$ cat config.mk
export PLATFORM = sky130hd
export DESIGN_NAME = ipv4_fragment_header_builder
export DESIGN_NICKNAME = d
export VERILOG_FILES = /design/src/hdl/ipv4fhb_pkg.sv /design/src/hdl/ipv4fhb_ctrl.sv /design/src/hdl/ipv4fhb_dp.sv /design/src/hdl/ipv4_fragment_header_builder.sv
export SDC_FILE = /design/constraint.sdc
export NUM_CORES = 1
export LEC_CHECK = 0
export ABC_AREA = 1
export BUFFER_PORTS_ARGS = -buffer_cell sky130_fd_sc_hd__buf_4
export CORE_ASPECT_RATIO = 2
export CORE_MARGIN = 3
export CORE_UTILIZATION = 60
export CTS_CLUSTER_DIAMETER = 30
export CTS_CLUSTER_SIZE = 40
export DETAILED_ROUTE_END_ITERATION = 8
export PLACE_DENSITY = 0.81
export RECOVER_POWER = 50
export SKIP_LAST_GASP = 1
export SYNTH_ARGS = -nofsm -noshare
export SYNTH_HDL_FRONTEND = slang
export SYNTH_SLANG_ARGS = --single-unit
$ cat constraint.sdc
create_clock -name clk_i -period 4.83 [get_ports clk_i]
set_input_delay 0.2415 -clock clk_i [delete_from_list [all_inputs] [get_ports clk_i]]
set_output_delay 0.2415 -clock clk_i [all_outputs]
set_load 0.05 [all_outputs]
$ cat src/hdl/ipv4fhb_pkg.sv
// ----------------------------------------------------------------------------
// ipv4fhb_pkg
// Types and constants shared by the IPv4 fragment header builder.
// ----------------------------------------------------------------------------
package ipv4fhb_pkg;

  localparam int unsigned HDR_BYTES   = 20;
  localparam int unsigned MAX_RESULTS = 64;
  localparam int unsigned CNT_W       = $clog2(MAX_RESULTS);
  localparam int unsigned SUM_W       = 20;
  localparam logic [15:0] VER_IHL_TOS = 16'h4500;
  localparam logic [7:0]  TTL_RESET   = 8'd64;

  localparam logic CFG_SOURCE_ADDRESS = 1'b0;
  localparam logic CFG_TIME_TO_LIVE   = 1'b1;

  typedef struct packed {
    logic [15:0] payload_length;
    logic [31:0] destination_address;
    logic [7:0]  upper_protocol;
  } in_word_t;

  typedef struct packed {
    logic [12:0] offset_units;
    logic        more_fragments;
    logic [10:0] total_length;
    logic [15:0] datagram_ident;
    logic [15:0] header_sum;
    logic        last_fragment;
  } out_word_t;

  typedef enum logic [1:0] {
    ST_IDLE,
    ST_BASE,
    ST_CALC,
    ST_LOAD
  } state_e;

  typedef struct packed {
    logic capture;
    logic base;
    logic calc;
    logic load;
  } cmd_t;

  typedef struct packed {
    logic frag_last;
    logic load_ok;
  } status_t;

endpackage

$ cat src/hdl/ipv4fhb_ctrl.sv
// ----------------------------------------------------------------------------
// ipv4fhb_ctrl
// Sequencer: takes a datagram, sets up the base sum, then steps through the
// fragments, one calculate and one output load per fragment.
// ----------------------------------------------------------------------------
module ipv4fhb_ctrl
  import ipv4fhb_pkg::*;
(
  input  logic    clk_i,
  input  logic    rst_ni,
  input  logic    in_valid_i,
  output logic    in_ready_o,
  input  status_t status_i,
  output cmd_t    cmd_o
);

  state_e state_q, state_d;

  always_ff @(posedge clk_i or negedge rst_ni) begin
    if (!rst_ni) begin
      state_q <= ST_IDLE;
    end else begin
      state_q <= state_d;
    end
  end

  always_comb begin
    state_d = state_q;
    unique case (state_q)
      ST_IDLE: begin
        if (in_valid_i) state_d = ST_BASE;
      end
      ST_BASE: state_d = ST_CALC;
      ST_CALC: state_d = ST_LOAD;
      ST_LOAD: begin
        if (status_i.load_ok) state_d = status_i.frag_last ? ST_IDLE : ST_CALC;
      end
      default: state_d = ST_IDLE;
    endcase
  end

  always_comb begin
    in_ready_o = (state_q == ST_IDLE);
    cmd_o.capture = (state_q == ST_IDLE) && in_valid_i;
    cmd_o.base    = (state_q == ST_BASE);
    cmd_o.calc    = (state_q == ST_CALC);
    cmd_o.load    = (state_q == ST_LOAD) && status_i.load_ok;
  end

endmodule

$ cat src/hdl/ipv4fhb_dp.sv
// ----------------------------------------------------------------------------
// ipv4fhb_dp
// Datapath: configuration registers, identifier counter, fragment walk,
// checksum accumulate and fold, output register.
// ----------------------------------------------------------------------------
module ipv4fhb_dp
  import ipv4fhb_pkg::*;
#(
  parameter int unsigned MTU_BYTES = 1500
) (
  input  logic      clk_i,
  input  logic      rst_ni,
  input  logic      cfg_we_i,
  input  logic      cfg_idx_i,
  input  logic [31:0] cfg_data_i,
  input  in_word_t  in_data_i,
  input  cmd_t      cmd_i,
  output status_t   status_o,
  output logic      out_valid_o,
  input  logic      out_ready_i,
  output out_word_t out_data_o
);

  localparam int unsigned FRAG_UNITS = (MTU_BYTES - HDR_BYTES) / 8;
  localparam logic [10:0] FRAG_BYTES = 11'(FRAG_UNITS * 8);
  localparam logic [12:0] UNIT_STEP  = 13'(FRAG_UNITS);

  logic [31:0] src_q;
  logic [7:0]  ttl_q;
  logic [15:0] ident_ctr_q;

  logic [15:0] remain_q;
  logic [15:0] ident_q;
  logic [15:0] src_part;
  logic [SUM_W-1:0] base_q;
  logic [12:0] offset_q;
  logic [CNT_W-1:0] count_q;

  logic [12:0] f_offset_q;
  logic        f_mf_q;
  logic [10:0] f_total_q;
  logic        f_last_q;
  logic [SUM_W-1:0] f_raw_q;

  logic        out_valid_q;
  out_word_t   out_q;

  logic        fits;
  logic        last_c;
  logic [10:0] piece;
  logic [10:0] total_c;
  logic [16:0] fold1;
  logic [15:0] fold2;

  always_ff @(posedge clk_i or negedge rst_ni) begin
    if (!rst_ni) begin
      src_q       <= '0;
      ttl_q       <= TTL_RESET;
      ident_ctr_q <= '0;
      out_valid_q <= 1'b0;
    end else begin
      if (cfg_we_i) begin
        unique case (cfg_idx_i)
          CFG_SOURCE_ADDRESS: src_q <= cfg_data_i;
          CFG_TIME_TO_LIVE:   ttl_q <= cfg_data_i[7:0];
          default: ;
        endcase
      end
      if (cmd_i.capture) ident_ctr_q <= ident_ctr_q + 16'd1;
      if (cmd_i.load) begin
        out_valid_q <= 1'b1;
      end else if (out_ready_i) begin
        out_valid_q <= 1'b0;
      end
    end
  end

  assign src_part = src_q[31:16];
  assign fits     = (remain_q <= {5'd0, FRAG_BYTES});
  assign last_c   = fits || (count_q == CNT_W'(MAX_RESULTS - 1));
  assign piece    = fits ? remain_q[10:0] : FRAG_BYTES;
  assign total_c  = piece + 11'(HDR_BYTES);
  assign fold1    = {1'b0, f_raw_q[15:0]} + {13'd0, f_raw_q[SUM_W-1:16]};
  assign fold2    = fold1[15:0] + {15'd0, fold1[16]};

  always_ff @(posedge clk_i) begin
    if (cmd_i.capture) begin
      remain_q <= in_data_i.payload_length;
      ident_q  <= ident_ctr_q;
      base_q   <= SUM_W'(VER_IHL_TOS)
                + SUM_W'({ttl_q, in_data_i.upper_protocol})
                + SUM_W'(in_data_i.destination_address[31:16])
                + SUM_W'(in_data_i.destination_address[15:0]);
      offset_q <= '0;
      count_q  <= '0;
    end
    if (cmd_i.base) begin
      base_q <= base_q + SUM_W'(ident_q) + SUM_W'(src_part) + SUM_W'(src_q[15:0]);
    end
    if (cmd_i.calc) begin
      f_offset_q <= offset_q;
      f_mf_q     <= ~last_c;
      f_total_q  <= total_c;
      f_last_q   <= last_c;
      f_raw_q    <= base_q + SUM_W'(total_c) + SUM_W'({~last_c, offset_q});
      remain_q   <= remain_q - {5'd0, piece};
      offset_q   <= offset_q + UNIT_STEP;
      count_q    <= count_q + CNT_W'(1);
    end
    if (cmd_i.load) begin
      out_q.offset_units   <= f_offset_q;
      out_q.more_fragments <= f_mf_q;
      out_q.total_length   <= f_total_q;
      out_q.datagram_ident <= ident_q;
      out_q.header_sum     <= ~fold2;
      out_q.last_fragment  <= f_last_q;
    end
  end

  assign status_o.frag_last = f_last_q;
  assign status_o.load_ok   = ~out_valid_q || out_ready_i;
  assign out_valid_o        = out_valid_q;
  assign out_data_o         = out_q;

endmodule

$ cat src/hdl/ipv4_fragment_header_builder.sv
// ----------------------------------------------------------------------------
// ipv4_fragment_header_builder
// Splits one datagram into fragments and emits one IPv4 header word per
// fragment with offset, flags, length, identifier and header checksum.
// ----------------------------------------------------------------------------
// the first header word is registered at the output after the base, calculate
// and load steps of the sequencer; then one calculate and one load step per
//   fragment (at most 64), the load held while the output word is not taken
// a new datagram is taken while the final header word still waits at the output
// reset: identifier counter 0, source address 0, ttl 64, output empty
module ipv4_fragment_header_builder
  import ipv4fhb_pkg::*;
#(
  parameter int unsigned MTU_BYTES = 1500
) (
  input  logic        clk_i,
  input  logic        rst_ni,
  input  logic        cfg_we_i,
  input  logic        cfg_idx_i,
  input  logic [31:0] cfg_data_i,
  input  logic        in_valid_i,
  output logic        in_ready_o,
  input  in_word_t    in_data_i,
  output logic        out_valid_o,
  input  logic        out_ready_i,
  output out_word_t   out_data_o
);

  cmd_t    cmd;
  status_t status;

  ipv4fhb_ctrl u_ctrl (
    .clk_i      (clk_i),
    .rst_ni     (rst_ni),
    .in_valid_i (in_valid_i),
    .in_ready_o (in_ready_o),
    .status_i   (status),
    .cmd_o      (cmd)
  );

  ipv4fhb_dp #(
    .MTU_BYTES (MTU_BYTES)
  ) u_dp (
    .clk_i       (clk_i),
    .rst_ni      (rst_ni),
    .cfg_we_i    (cfg_we_i),
    .cfg_idx_i   (cfg_idx_i),
    .cfg_data_i  (cfg_data_i),
    .in_data_i   (in_data_i),
    .cmd_i       (cmd),
    .status_o    (status),
    .out_valid_o (out_valid_o),
    .out_ready_i (out_ready_i),
    .out_data_o  (out_data_o)
  );

endmodule
==> summary.md, run 1 <==
| Metric | Value |
|---|---|
| Req. time, crit path | `5120 ps` |
| Clock root buffer master | `clkbuf_16` |
| Post-route insts no fill | `1,894` |
| Largest family of logic cells by synthesized area | `simple AND/OR/NAND/NOR gates` |
| Mapped Area | `0.0138 mm2` |
| Synth area leaders | `edfxtp_1 38%, dfrtp_1 11%, fa_1 9.0%` |
| Startpoint Class | `flip-flop` |
| Worst slew pin tran | `3520 ps` |
| Top Ports | `154` |
| Placed Instance Area | `0.0153 mm2` |
| CTS Hold Bufs | `41` |
| Worst Setup SP | `u_dp.remain_q[5]` |
| Syn nets | `1,600` |
| Sequential share of the synthesized area | `48.8%` |
| DP HPWL | `26.6 mm` |
| Initial drt markers | `538` |
| DRC Markers | `0` |
| Final Cell Area | `0.0164 mm2` |
| Largest net degree at the start of global routing | `71` |
| Synth Area in Simple Gates | `16.3%` |
| Hold Path End | `u_dp.out_valid_o` |
| GRT Total Usage | `28.6%` |
| Worst Path Max Fanout | `17` |
| FF+latch count, synth | `234` |
| Max-Slew Margin vs Limit | `-134%` |
| Reg2reg start | `u_dp.remain_q[5]` |
| Clk sink count | `234` |
| GR Overflow Total | `0` |
| Reg area | `0.00673 mm2` |
| Layout cells sized above 1 | `12.2%` |
| Layout area overhead | `18.9%` |
| Routed via count | `10,600` |
| Cells after Synth | `1,381` |
| CTS HTree Levels | `1` |
| Hold Startpoint | `out_ready_i` |
| Crit. End Element | `flip-flop` |
| Fin crit share | `90.1%` |
| Post-Place Cells | `1,801` |
| Netlist cell types | `50` |
| TritonCTS clock tree | `built` |
| Clock transition at path regs | `70 ps` |
| Site row count | `77` |
| Yosys warns | `0` |
| Avg Synthesized Cell Area | `9.99 um2` |
| Slew Viols, Final | `172` |
| Clk Latency, worst-skew pair | `550 ps` |
| Failing checks | `max-capacitance violations, max-slew violations` |
| # diodes | `0` |
| Final Power | `12,600 uW` |
| Cell mode on critical path | `nand2_4` |
| WL/cell | `18.3 um` |
| Vias per cell | `5.60` |
| Crit-path slowest cell | `fa_1` |
| Worst EP arrival | `4640 ps` |
| R2R Path End | `u_dp.f_raw_q[12]` |
| First-pass GRT wire length | `55.5 mm` |
| Synth top area share | `38.1%` |
| Final setup violation count | `0` |
| Mux contribution to synthesized area | `2.03%` |
| Cell chain of the critical path | `nor2_2 -> nand2_1 -> nor2_2 -> nand2_4 -> nand2_8 -> inv_6 -> nor2_8 -> nand2_4 -> nand2_4 -> nand4_1 -> xor2_1 -> fa_1 -> inv_1 -> ha_1 -> nand2_1 -> o21ai_0 -> a21oi_1 -> a21boi_0 -> o21ai_0 -> xor2_1` |
| Area leader, netlist | `edfxtp_1` |
| Fin Clk Skew | `11.8 ps` |
| Final worst path period need | `4350 ps` |
| Post-CTS setup buffers | `0` |
| Hold crit path type | `in -> reg` |
| NumNets Final | `1,815` |
| GPL Wtd Cong | `0.948` |
| R2r setup slk | `480 ps` |
| DRT Pass-1 Iters | `5` |
| Max Fclk | `230 MHz` |
| Die X | `113 um` |
| Final wirelength | `34.7 mm` |
| MaxCap Viol Count | `3` |
| Leading cell type in the layout, fill and taps excluded | `nand2_1` |
| Hold_ws | `1.20 ps` |
| Complex-gate fraction of the synthesized area | `7.70%` |
| VDD IR max | `0.000615 V` |
| Final Hold Fails | `0` |
| Core box area | `0.0224 mm2` |
| Initial Utilization | `61.7%` |
| Setup TNS | `0 ps` |
| DIE AREA | `0.0250 mm2` |
| Worst R2R Path Depth | `20` |
| Number of fill cells | `1,647` |
| Area share of fa/ha/maj cells after synthesis | `14.7%` |
| Total CTS buffers | `28` |
| Post-route ant nets | `0` |
| RSZ-0062 raised after global routing | `no` |
| IO Port Bufs | `153` |
| Initial antenna violation count | `0` |
| Commonest non-fill, non-tap cells in the layout | `266 x nand2_1, 209 x inv_1, 175 x edfxtp_1` |
| Pwr dens | `766 mW/mm2` |
| Post-synthesis xor/xnor area fraction | `4.06%` |
| Multi-input logic area | `0.00618 mm2` |
| Status | `complete, but fails checks` |
| Clk buf depth | `3` |
| Vias in the first global route | `11,300` |
| Worst Setup Path Type | `reg -> reg` |
| Hold path depth | `4` |
| Largest stage delay, worst path | `500 ps` |
| Die height | `220 um` |
| Resize count post-CTS | `0` |
| P_leak | `0.00730 uW` |
==> worst max-delay path, delay by kind of cell (launching register included) <==
family,cells,cell delay [ps]
fa+ha+maj,2,870
flops,1,490
xor+xnor,2,400
simple gates,10,1290
compound gates,4,890
buf+inv,2,130
==> per-layer routing <==
metal / global-route usage (%) / routed length [um]
met5: 0 / 0
met1: 27.1 / 10900
met4: 19.6 / 2720
met2: 56.0 / 19600
met3: 3.15 / 1420
==> area by class of cell <==
class	instances	share of cell area (%)
Sequential cell	234	41.0
Inverter	215	4.95
Multi-Input combinational cell	918	37.7
Tap cell	276	2.10
Clock buffer	33	4.64
Clock inverter	19	1.34
Timing Repair Buffer	199	8.27
==> metrics by stage <==
stage,worst slack (ps),util [%]
3_3_place_gp,745,68.4
2_1_floorplan,1170,-
3_5_place_dp,549,68.4
4_1_cts,538,74.6
6_report,478,73.4
5_1_grt,276,73.4
==> Yosys cell counts (all sizes together) <==
| cell | instances |
|---|---|
| o21bai | 6 |
| a21oi | 73 |
| nand4 | 20 |
| nand3 | 72 |
| a211oi | 2 |
| o211ai | 5 |
| buf | 3 |
| conb | 1 |
| a31oi | 10 |
| clkinv | 1 |
| fa | 62 |
| dfstp | 1 |
| mux2 | 24 |
| clkbuf | 11 |
| ha | 63 |
| xnor2 | 25 |
| nand2 | 275 |
| o21ai | 86 |
| or2 | 3 |
| o2111ai | 1 |
| a21o | 7 |
| inv | 214 |
| o21a | 4 |
| nand3b | 5 |
| nor4 | 2 |
| dfrtp | 58 |
| xor2 | 39 |
| nor3b | 1 |
| a21boi | 1 |
| nor3 | 18 |
| mux2i | 1 |
| edfxtp | 175 |
| nor2 | 112 |
==> worst max-delay path by stage <==
stage | endpoint | slack (ps) | cells past startpoint
floorplan | u_dp.out_data_o[0] | 1170 | 3
global placement | u_dp.f_raw_q[12] | 750 | 20
detailed placement | u_dp.f_raw_q[12] | 550 | 20
CTS | u_dp.f_raw_q[12] | 540 | 20
global route | u_dp.remain_q[6] | 280 | 4
finish | u_dp.f_raw_q[12] | 480 | 20
==> power by group <==
group	total (uW)	internal [uW]	leakage, uW	switching [uW]
clock	2140	1200	0.000480	940
sequential	3830	3320	0.00235	508
combinational	6600	2080	0.00448	4520
==> cells by family after synthesis <==
logic type | Yosys count
buf+inv | 229
xor+xnor | 64
flops | 234
mux | 25
fa+ha+maj | 125
other cells | 1
simple gates | 508
compound gates | 195
==> sequential cells by signal, indices dropped and copies added, names as in the netlist, 11 cells and up <==
signal and count:
u_dp.ident_ctr_q 16, u_dp.src_q 32, u_dp.f_total_q 11, u_dp.base_q 20, u_dp.f_offset_q 13, u_dp.offset_q 13
u_dp.f_raw_q 20, u_dp.ident_q 16, u_dp.out_data_o 58, u_dp.remain_q 16
(Power assumes the default switching activity.)
==> run 2: changes to the inputs <==
--- a/config.mk
+++ b/config.mk
@@ -12,3 +12,2 @@
 export CORE_UTILIZATION = 60
-export CTS_CLUSTER_DIAMETER = 30
 export CTS_CLUSTER_SIZE = 40
==> constraint.sdc (replaced) <==
create_clock -name clk_i -period 4.83 [get_ports clk_i]
set_input_delay 0.7245 -clock clk_i [delete_from_list [all_inputs] [get_ports clk_i]]
set_output_delay 0.7245 -clock clk_i [all_outputs]
set_load 0.05 [all_outputs]
==> summary.md, run 2 (synthesis results as in run 1) <==
| Metric | Value |
|---|---|
| Status | `complete, but fails checks` |
| Failing checks | `max-capacitance violations, max-slew violations` |
| P_leak | `0.00714 uW (-2.3%)` |
| Final Cell Area | `0.0158 mm2 (-3.6%)` |
| CTS HTree Levels | `1 (unchanged)` |
| GR Overflow Total | `0 (unchanged)` |
| NetSw | `5720 uW (-4.1%)` |
| Combinational Power Share | `55.3% (+2.8 points)` |
| Hold crit path type | `reg -> reg` |
| Clock root buffer master | `clkbuf_16` |
| Worst EP arrival | `4500 ps (-140 ps)` |
| Reg area | `0.00673 mm2 (unchanged)` |
| Clock transition at path regs | `70 ps (about the same)` |
| Crit-path slowest cell | `edfxtp_1` |
| Final worst path period need | `4250 ps (-102 ps)` |
| Clk pwr share | `12.9% (-4.1 points)` |
| Post-route ant nets | `0 (unchanged)` |
| Layout cells sized above 1 | `14.9% (+2.7 points)` |
| Hold path depth | `0 (-4)` |
| GPL Wtd Cong | `0.947 (about the same)` |
| Placed Instance Area | `0.0153 mm2 (unchanged)` |
| Core box area | `0.0224 mm2 (unchanged)` |
| MaxCap Viol Count | `3 (unchanged)` |
| Post-CTS setup buffers | `0 (unchanged)` |
| Delay-heaviest family, CP | `simple AND/OR/NAND/NOR gates` |
| DRC Markers | `0 (unchanged)` |
| Clk Latency, worst-skew pair | `520 ps (-30 ps)` |
| Initial Utilization | `61.7% (unchanged)` |
| Initial drt markers | `446 (-17%)` |
| Max Fclk | `235 MHz (+2.4%)` |
| Die height | `220 um (unchanged)` |
| Util after Layout | `70.7% (-2.7 points)` |
| Fin crit share | `88.0% (-2.1 points)` |
| VDD IR max | `0.000493 V (-20%)` |
| First-pass GRT wire length | `52.6 mm (-5.2%)` |
| DRT Pass-1 Iters | `5 (unchanged)` |
| Largest net degree at the start of global routing | `71 (unchanged)` |
| Worst R2R Path Depth | `20 (unchanged)` |
| # diodes | `0 (unchanged)` |
| Switching Share | `47.5% (about the same)` |
| Number of fill cells | `1,730 (+5.0%)` |
| Setup TNS | `0 ps (unchanged)` |
| WL/cell | `18.1 um (-0.98%)` |
| Top Ports | `154 (unchanged)` |
| Largest stage delay, worst path | `510 ps (about the same)` |
| Cell chain of the critical path | `nor2_2 -> nand2_1 -> nor2_2 -> nand2_4 -> nand2_8 -> inv_6 -> nor2_8 -> nand2_4 -> nand2_4 -> nand4_1 -> xor2_1 -> fa_1 -> inv_1 -> ha_1 -> a21oi_1 -> o21ai_0 -> a21oi_1 -> a21boi_0 -> o21ai_0 -> xor2_1` |
| Int Power | `6330 uW (-4.1%)` |
| Site row count | `77 (unchanged)` |
| RSZ-0062 raised after global routing | `no` |
| CP bufs+invs | `2 (unchanged)` |
| IO Port Bufs | `153 (unchanged)` |
| DP HPWL | `26.4 mm (-1.0%)` |
| CTS Hold Bufs | `0 (-100%)` |
| Reg power frac | `31.8% (+1.3 points)` |
| Stages on worst setup path | `20 (unchanged)` |
| Worst Setup Path Type | `reg -> reg` |
| Cell mode on critical path | `nand2_4` |
| Slew Viols, Final | `172 (unchanged)` |
| Crit. End Element | `flip-flop` |
| Vias per cell | `5.53 (-1.2%)` |
| Final setup violation count | `0 (unchanged)` |
| GRT Total Usage | `27.2% (-1.4 points)` |
| Pwr dens | `762 mW/mm2 (-0.52%)` |
| Routed via count | `10,200 (-4.1%)` |
| Layout area overhead | `14.6%` |
| TritonCTS clock tree | `built` |
| Leading cell type in the layout, fill and taps excluded | `nand2_1` |
| Multi-input logic area | `0.00618 mm2 (unchanged)` |
| Max-Slew Margin vs Limit | `-130% (+4.7 points)` |
| NumNets Final | `1,767 (-2.6%)` |
| Commonest non-fill, non-tap cells in the layout | `266 x nand2_1, 209 x inv_1, 175 x edfxtp_1` |
| Final wirelength | `33.3 mm (-3.9%)` |
| Final Hold Fails | `0 (unchanged)` |
| Vias in the first global route | `10,900 (-3.6%)` |
| Startpoint Class | `flip-flop` |
| Worst Path Max Fanout | `17 (unchanged)` |
| Die X | `113 um (unchanged)` |
| Initial antenna violation count | `0 (unchanged)` |
| Max reg flops | `58 (unchanged)` |
| Clk buf depth | `3 (unchanged)` |
| Req. time, crit path | `5080 ps (-40 ps)` |
| Clk sink count | `234 (unchanged)` |
| DIE AREA | `0.0250 mm2 (unchanged)` |
| Resize count post-CTS | `0 (unchanged)` |
| Worst slew pin tran | `3450 ps (-71.1 ps)` |
| Fin Clk Skew | `17.3 ps (+5.52 ps)` |
| Total CTS buffers | `21 (-25%)` |
## run 2: stage by stage
stage | setup slack, ps | total power [uW] | hold slack, ps | std cells
2_1_floorplan | 1110 | 8510 | 400 | 1381
4_1_cts | 608 | 12100 | 296 | 1838
3_3_place_gp | 738 | 10300 | 401 | 1801
5_1_grt | 263 | 12900 | 425 | 1838
6_report | 579 | 12000 | 419 | 1838
3_5_place_dp | 623 | 10500 | 405 | 1801
## run 2: per-layer routing
layer / vias up / share of wire (%) / global-route usage, %
met3: 127 / 3.5 / 3.04
met4: 0 / 6.5 / 17.0
met2: 318 / 58 / 54.2
met5: - / 0 / 0
li1: 4918 / - / -
met1: 4804 / 32 / 25.5
## run 2: worst paths after layout
| path | from | end | slack [ps] |
|---|---|---|---|
| max | u_dp.remain_q[5] | u_dp.f_raw_q[12] | 580 |
| max reg2reg | u_dp.remain_q[5] | u_dp.f_raw_q[12] | 580 |
| min reg2reg | u_dp.f_offset_q[3] | u_dp.out_data_o[48] | 420 |
| min in group asynchronous | rst_ni | u_dp.ident_ctr_q[13] | 1310 |
| max in group asynchronous | rst_ni | u_dp.out_valid_o | 1610 |
| min | u_dp.f_offset_q[3] | u_dp.out_data_o[48] | 420 |
## run 2: power groups by stage
| stage | Clock, uW | Combinational [uW] | Sequential [uW] |
|---|---|---|---|
| after floorplan | 0 | 4160 | 4340 |
| final | 1550 | 6670 | 3830 |
| after global placement | 0 | 6480 | 3810 |
| after CTS | 1580 | 6710 | 3810 |
| after global routing | 1650 | 7400 | 3900 |
| after detailed placement | 0 | 6640 | 3850 |
## run 2: cell type report
class	count	area share, %
clock buffer	26	3.51
inverter	215	5.14
sequential	234	42.6
tap	276	2.18
clock inverter	11	0.388
multi-input combinational	918	39.1
timing repair buffer	158	7.15
==> run 3: changes to the inputs <==
CELL_PAD_IN_SITES_DETAIL_PLACEMENT = 0   (was unset)
CELL_PAD_IN_SITES_GLOBAL_PLACEMENT = 1   (was unset)
CORE_ASPECT_RATIO = 0.7   (was 2)
CORE_UTILIZATION = 47   (was 60)
PLACE_DENSITY = 0.82   (was 0.81)
==> summary.md, run 3 (synthesis results as in run 1) <==
| Metric | Value |
|---|---|
| Status | `complete, but fails checks` |
| Failing checks | `max-capacitance violations, max-slew violations` |
| Hold_ws | `417 ps (-1.67 ps)` |
| Worst slew pin tran | `3530 ps (+88.7 ps)` |
| Top Ports | `154 (unchanged)` |
| DP HPWL | `25.2 mm (-4.5%)` |
| First-pass GRT wire length | `51.4 mm (-2.2%)` |
| Placed Instance Area | `0.0154 mm2 (+0.88%)` |
| Core box area | `0.0283 mm2 (+27%)` |
| Crit. End Element | `flip-flop` |
| Die X | `211 um (+86%)` |
| Final worst-path setup slack | `589 ps (+9.60 ps)` |
| Setup TNS | `0 ps (unchanged)` |
| Number of fill cells | `2,543 (+47%)` |
| Clk sink count | `234 (unchanged)` |
| Initial drt markers | `818 (+83%)` |
| Layout cells sized above 1 | `15.5% (+0.62 points)` |
| Initial antenna violation count | `0 (unchanged)` |
| Worst EP arrival | `4510 ps (about the same)` |
| DRC Markers | `0 (unchanged)` |
| DIE AREA | `0.0315 mm2 (+26%)` |
| Leading cell type in the layout, fill and taps excluded | `nand2_1` |
| Layout area overhead | `17.5%` |
| Worst Setup Path Type | `reg -> reg` |
| Final Power | `12,400 uW (+2.6%)` |
| WL/cell | `16.6 um (-8.5%)` |
| IO Port Bufs | `153 (unchanged)` |
| Largest net degree at the start of global routing | `71 (unchanged)` |
| Post-route ant nets | `0 (unchanged)` |
| Hold Startpoint | `u_dp.f_mf_q` |
| GPL Wtd Cong | `0.891 (-5.9%)` |
| GRT Total Usage | `20.6% (-6.6 points)` |
| VDD IR max | `0.000314 V (-36%)` |
| Vias per cell | `5.11 (-7.7%)` |
| Commonest non-fill, non-tap cells in the layout | `267 x nand2_1, 209 x inv_1, 175 x edfxtp_1` |
| # diodes | `0 (unchanged)` |
| Die height | `149 um (-32%)` |
| Multi-input logic area | `0.00618 mm2 (+0.12%)` |
| Worst Setup SP | `u_dp.remain_q[7]` |
| Max reg flops | `58 (unchanged)` |
| Setup WS pre-CTS | `751 ps (+127 ps)` |
| P_leak | `0.00725 uW (+1.6%)` |
| Max Fclk | `236 MHz (+0.23%)` |
| MaxCap Viol Count | `3 (unchanged)` |
| Vias in the first global route | `9,588 (-12%)` |
| Pwr dens | `763 mW/mm2 (about the same)` |
| CTS HTree Levels | `1 (unchanged)` |
| Initial Utilization | `48.7% (-13 points)` |
| CTS Hold Bufs | `0 (unchanged)` |
| Fin crit share | `87.8% (-0.20 points)` |
| DRT Pass-1 Iters | `5 (unchanged)` |
| TritonCTS clock tree | `built` |
| Resize count post-CTS | `0 (unchanged)` |
| RSZ-0062 raised after global routing | `no` |
| Worst Path Max Fanout | `17 (unchanged)` |
| Post-CTS setup buffers | `0 (unchanged)` |
| Clock transition at path regs | `60 ps (about the same)` |
| Fin Clk Skew | `11.8 ps (-5.50 ps)` |
| Routed via count | `9,919 (-2.4%)` |
| Final worst path period need | `4240 ps (-9.60 ps)` |
| Clock root buffer master | `clkbuf_16` |
| Final setup violation count | `0 (unchanged)` |
| Clk Latency, worst-skew pair | `520 ps (about the same)` |
| Final Cell Area | `0.0162 mm2 (+2.5%)` |
| NumNets Final | `1,772 (+0.28%)` |
| Slew Viols, Final | `172 (unchanged)` |
| Startpoint Class | `flip-flop` |
| Reg2reg start | `u_dp.remain_q[7]` |
| Clk buf depth | `3 (unchanged)` |
| Final wirelength | `32.2 mm (-3.3%)` |
| Total CTS buffers | `24 (+14%)` |
| Hold crit path type | `reg -> reg` |
| Final Hold Fails | `0 (unchanged)` |
| GR Overflow Total | `0 (unchanged)` |
| Req. time, crit path | `5100 ps (+20 ps)` |
| Max-Slew Margin vs Limit | `-136% (-5.9 points)` |
| Site row count | `51 (-34%)` |
| Reg area | `0.00673 mm2 (unchanged)` |
## run 3: changes by cell type in the layout (fill, tap and decap cells not counted), sizes merged
| cell | previous run | this run |
|---|---|---|
| buf | 142 | 146 |
| bufinv | 0 | 5 |
| clkbuf | 42 | 39 |
| clkinvlp | 1 | 4 |
## run 3: critical path, cell delays in order, from the launching register on
cell      delay, ps
edfxtp_1        450
nand2_2         180
a21oi_1         160
nand2_1          70
nand2_1         270
nand2_8         180
inv_6           170
nor2_1           90
fa_1            600
ha_1            190
inv_1            70
fa_1            420
o21ai_0         330
nand3_1         120
nand3_1         150
nand3_1          80
nand2_1         150
nand3_1         140
xnor2_1         150
## run 3: final cells by class
cell class	instances	share of cell area [%]
clock inverter	19	1.49
clock buffer	25	3.86
sequential	234	41.5
tap	371	2.86
timing repair buffer	160	7.11
multi-input combinational	918	38.1
inverter	215	5.01
## run 3: report_power, final
part / switching (uW) / internal (uW)
Sequential: 521 / 3320
Combinational: 4320 / 2180
Clock: 809 / 1220
## run 3: per-layer routing
layer / global-route usage [%] / part of all wire (%) / wire length, um / vias to the layer above
met5: 0 / 0 / 0 / -
met4: 3.41 / 1.2 / 400 / 0
met3: 3.41 / 6.1 / 1970 / 34
met2: 30.4 / 42 / 13700 / 272
met1: 32.4 / 50 / 16200 / 4668
li1: - / - / - / 4945
## run 3: final timing paths
path	depth (start not counted)	slack, ps	endpoint
min in group asynchronous	1	1310	u_dp.src_q[15]
max	18	590	u_dp.f_raw_q[17]
min reg2reg	0	420	u_dp.out_data_o[44]
max in group asynchronous	1	1620	u_dp.src_q[3]
min	0	420	u_dp.out_data_o[44]
max reg2reg	18	590	u_dp.f_raw_q[17]
## run 3: metrics by stage
step                util (%)  cells
finish                  57.2   1942
global route            57.2   1942
CTS                     57.5   1942
detailed placement      54.4   1898
global placement        54.4   1898
floorplan                  -   1381
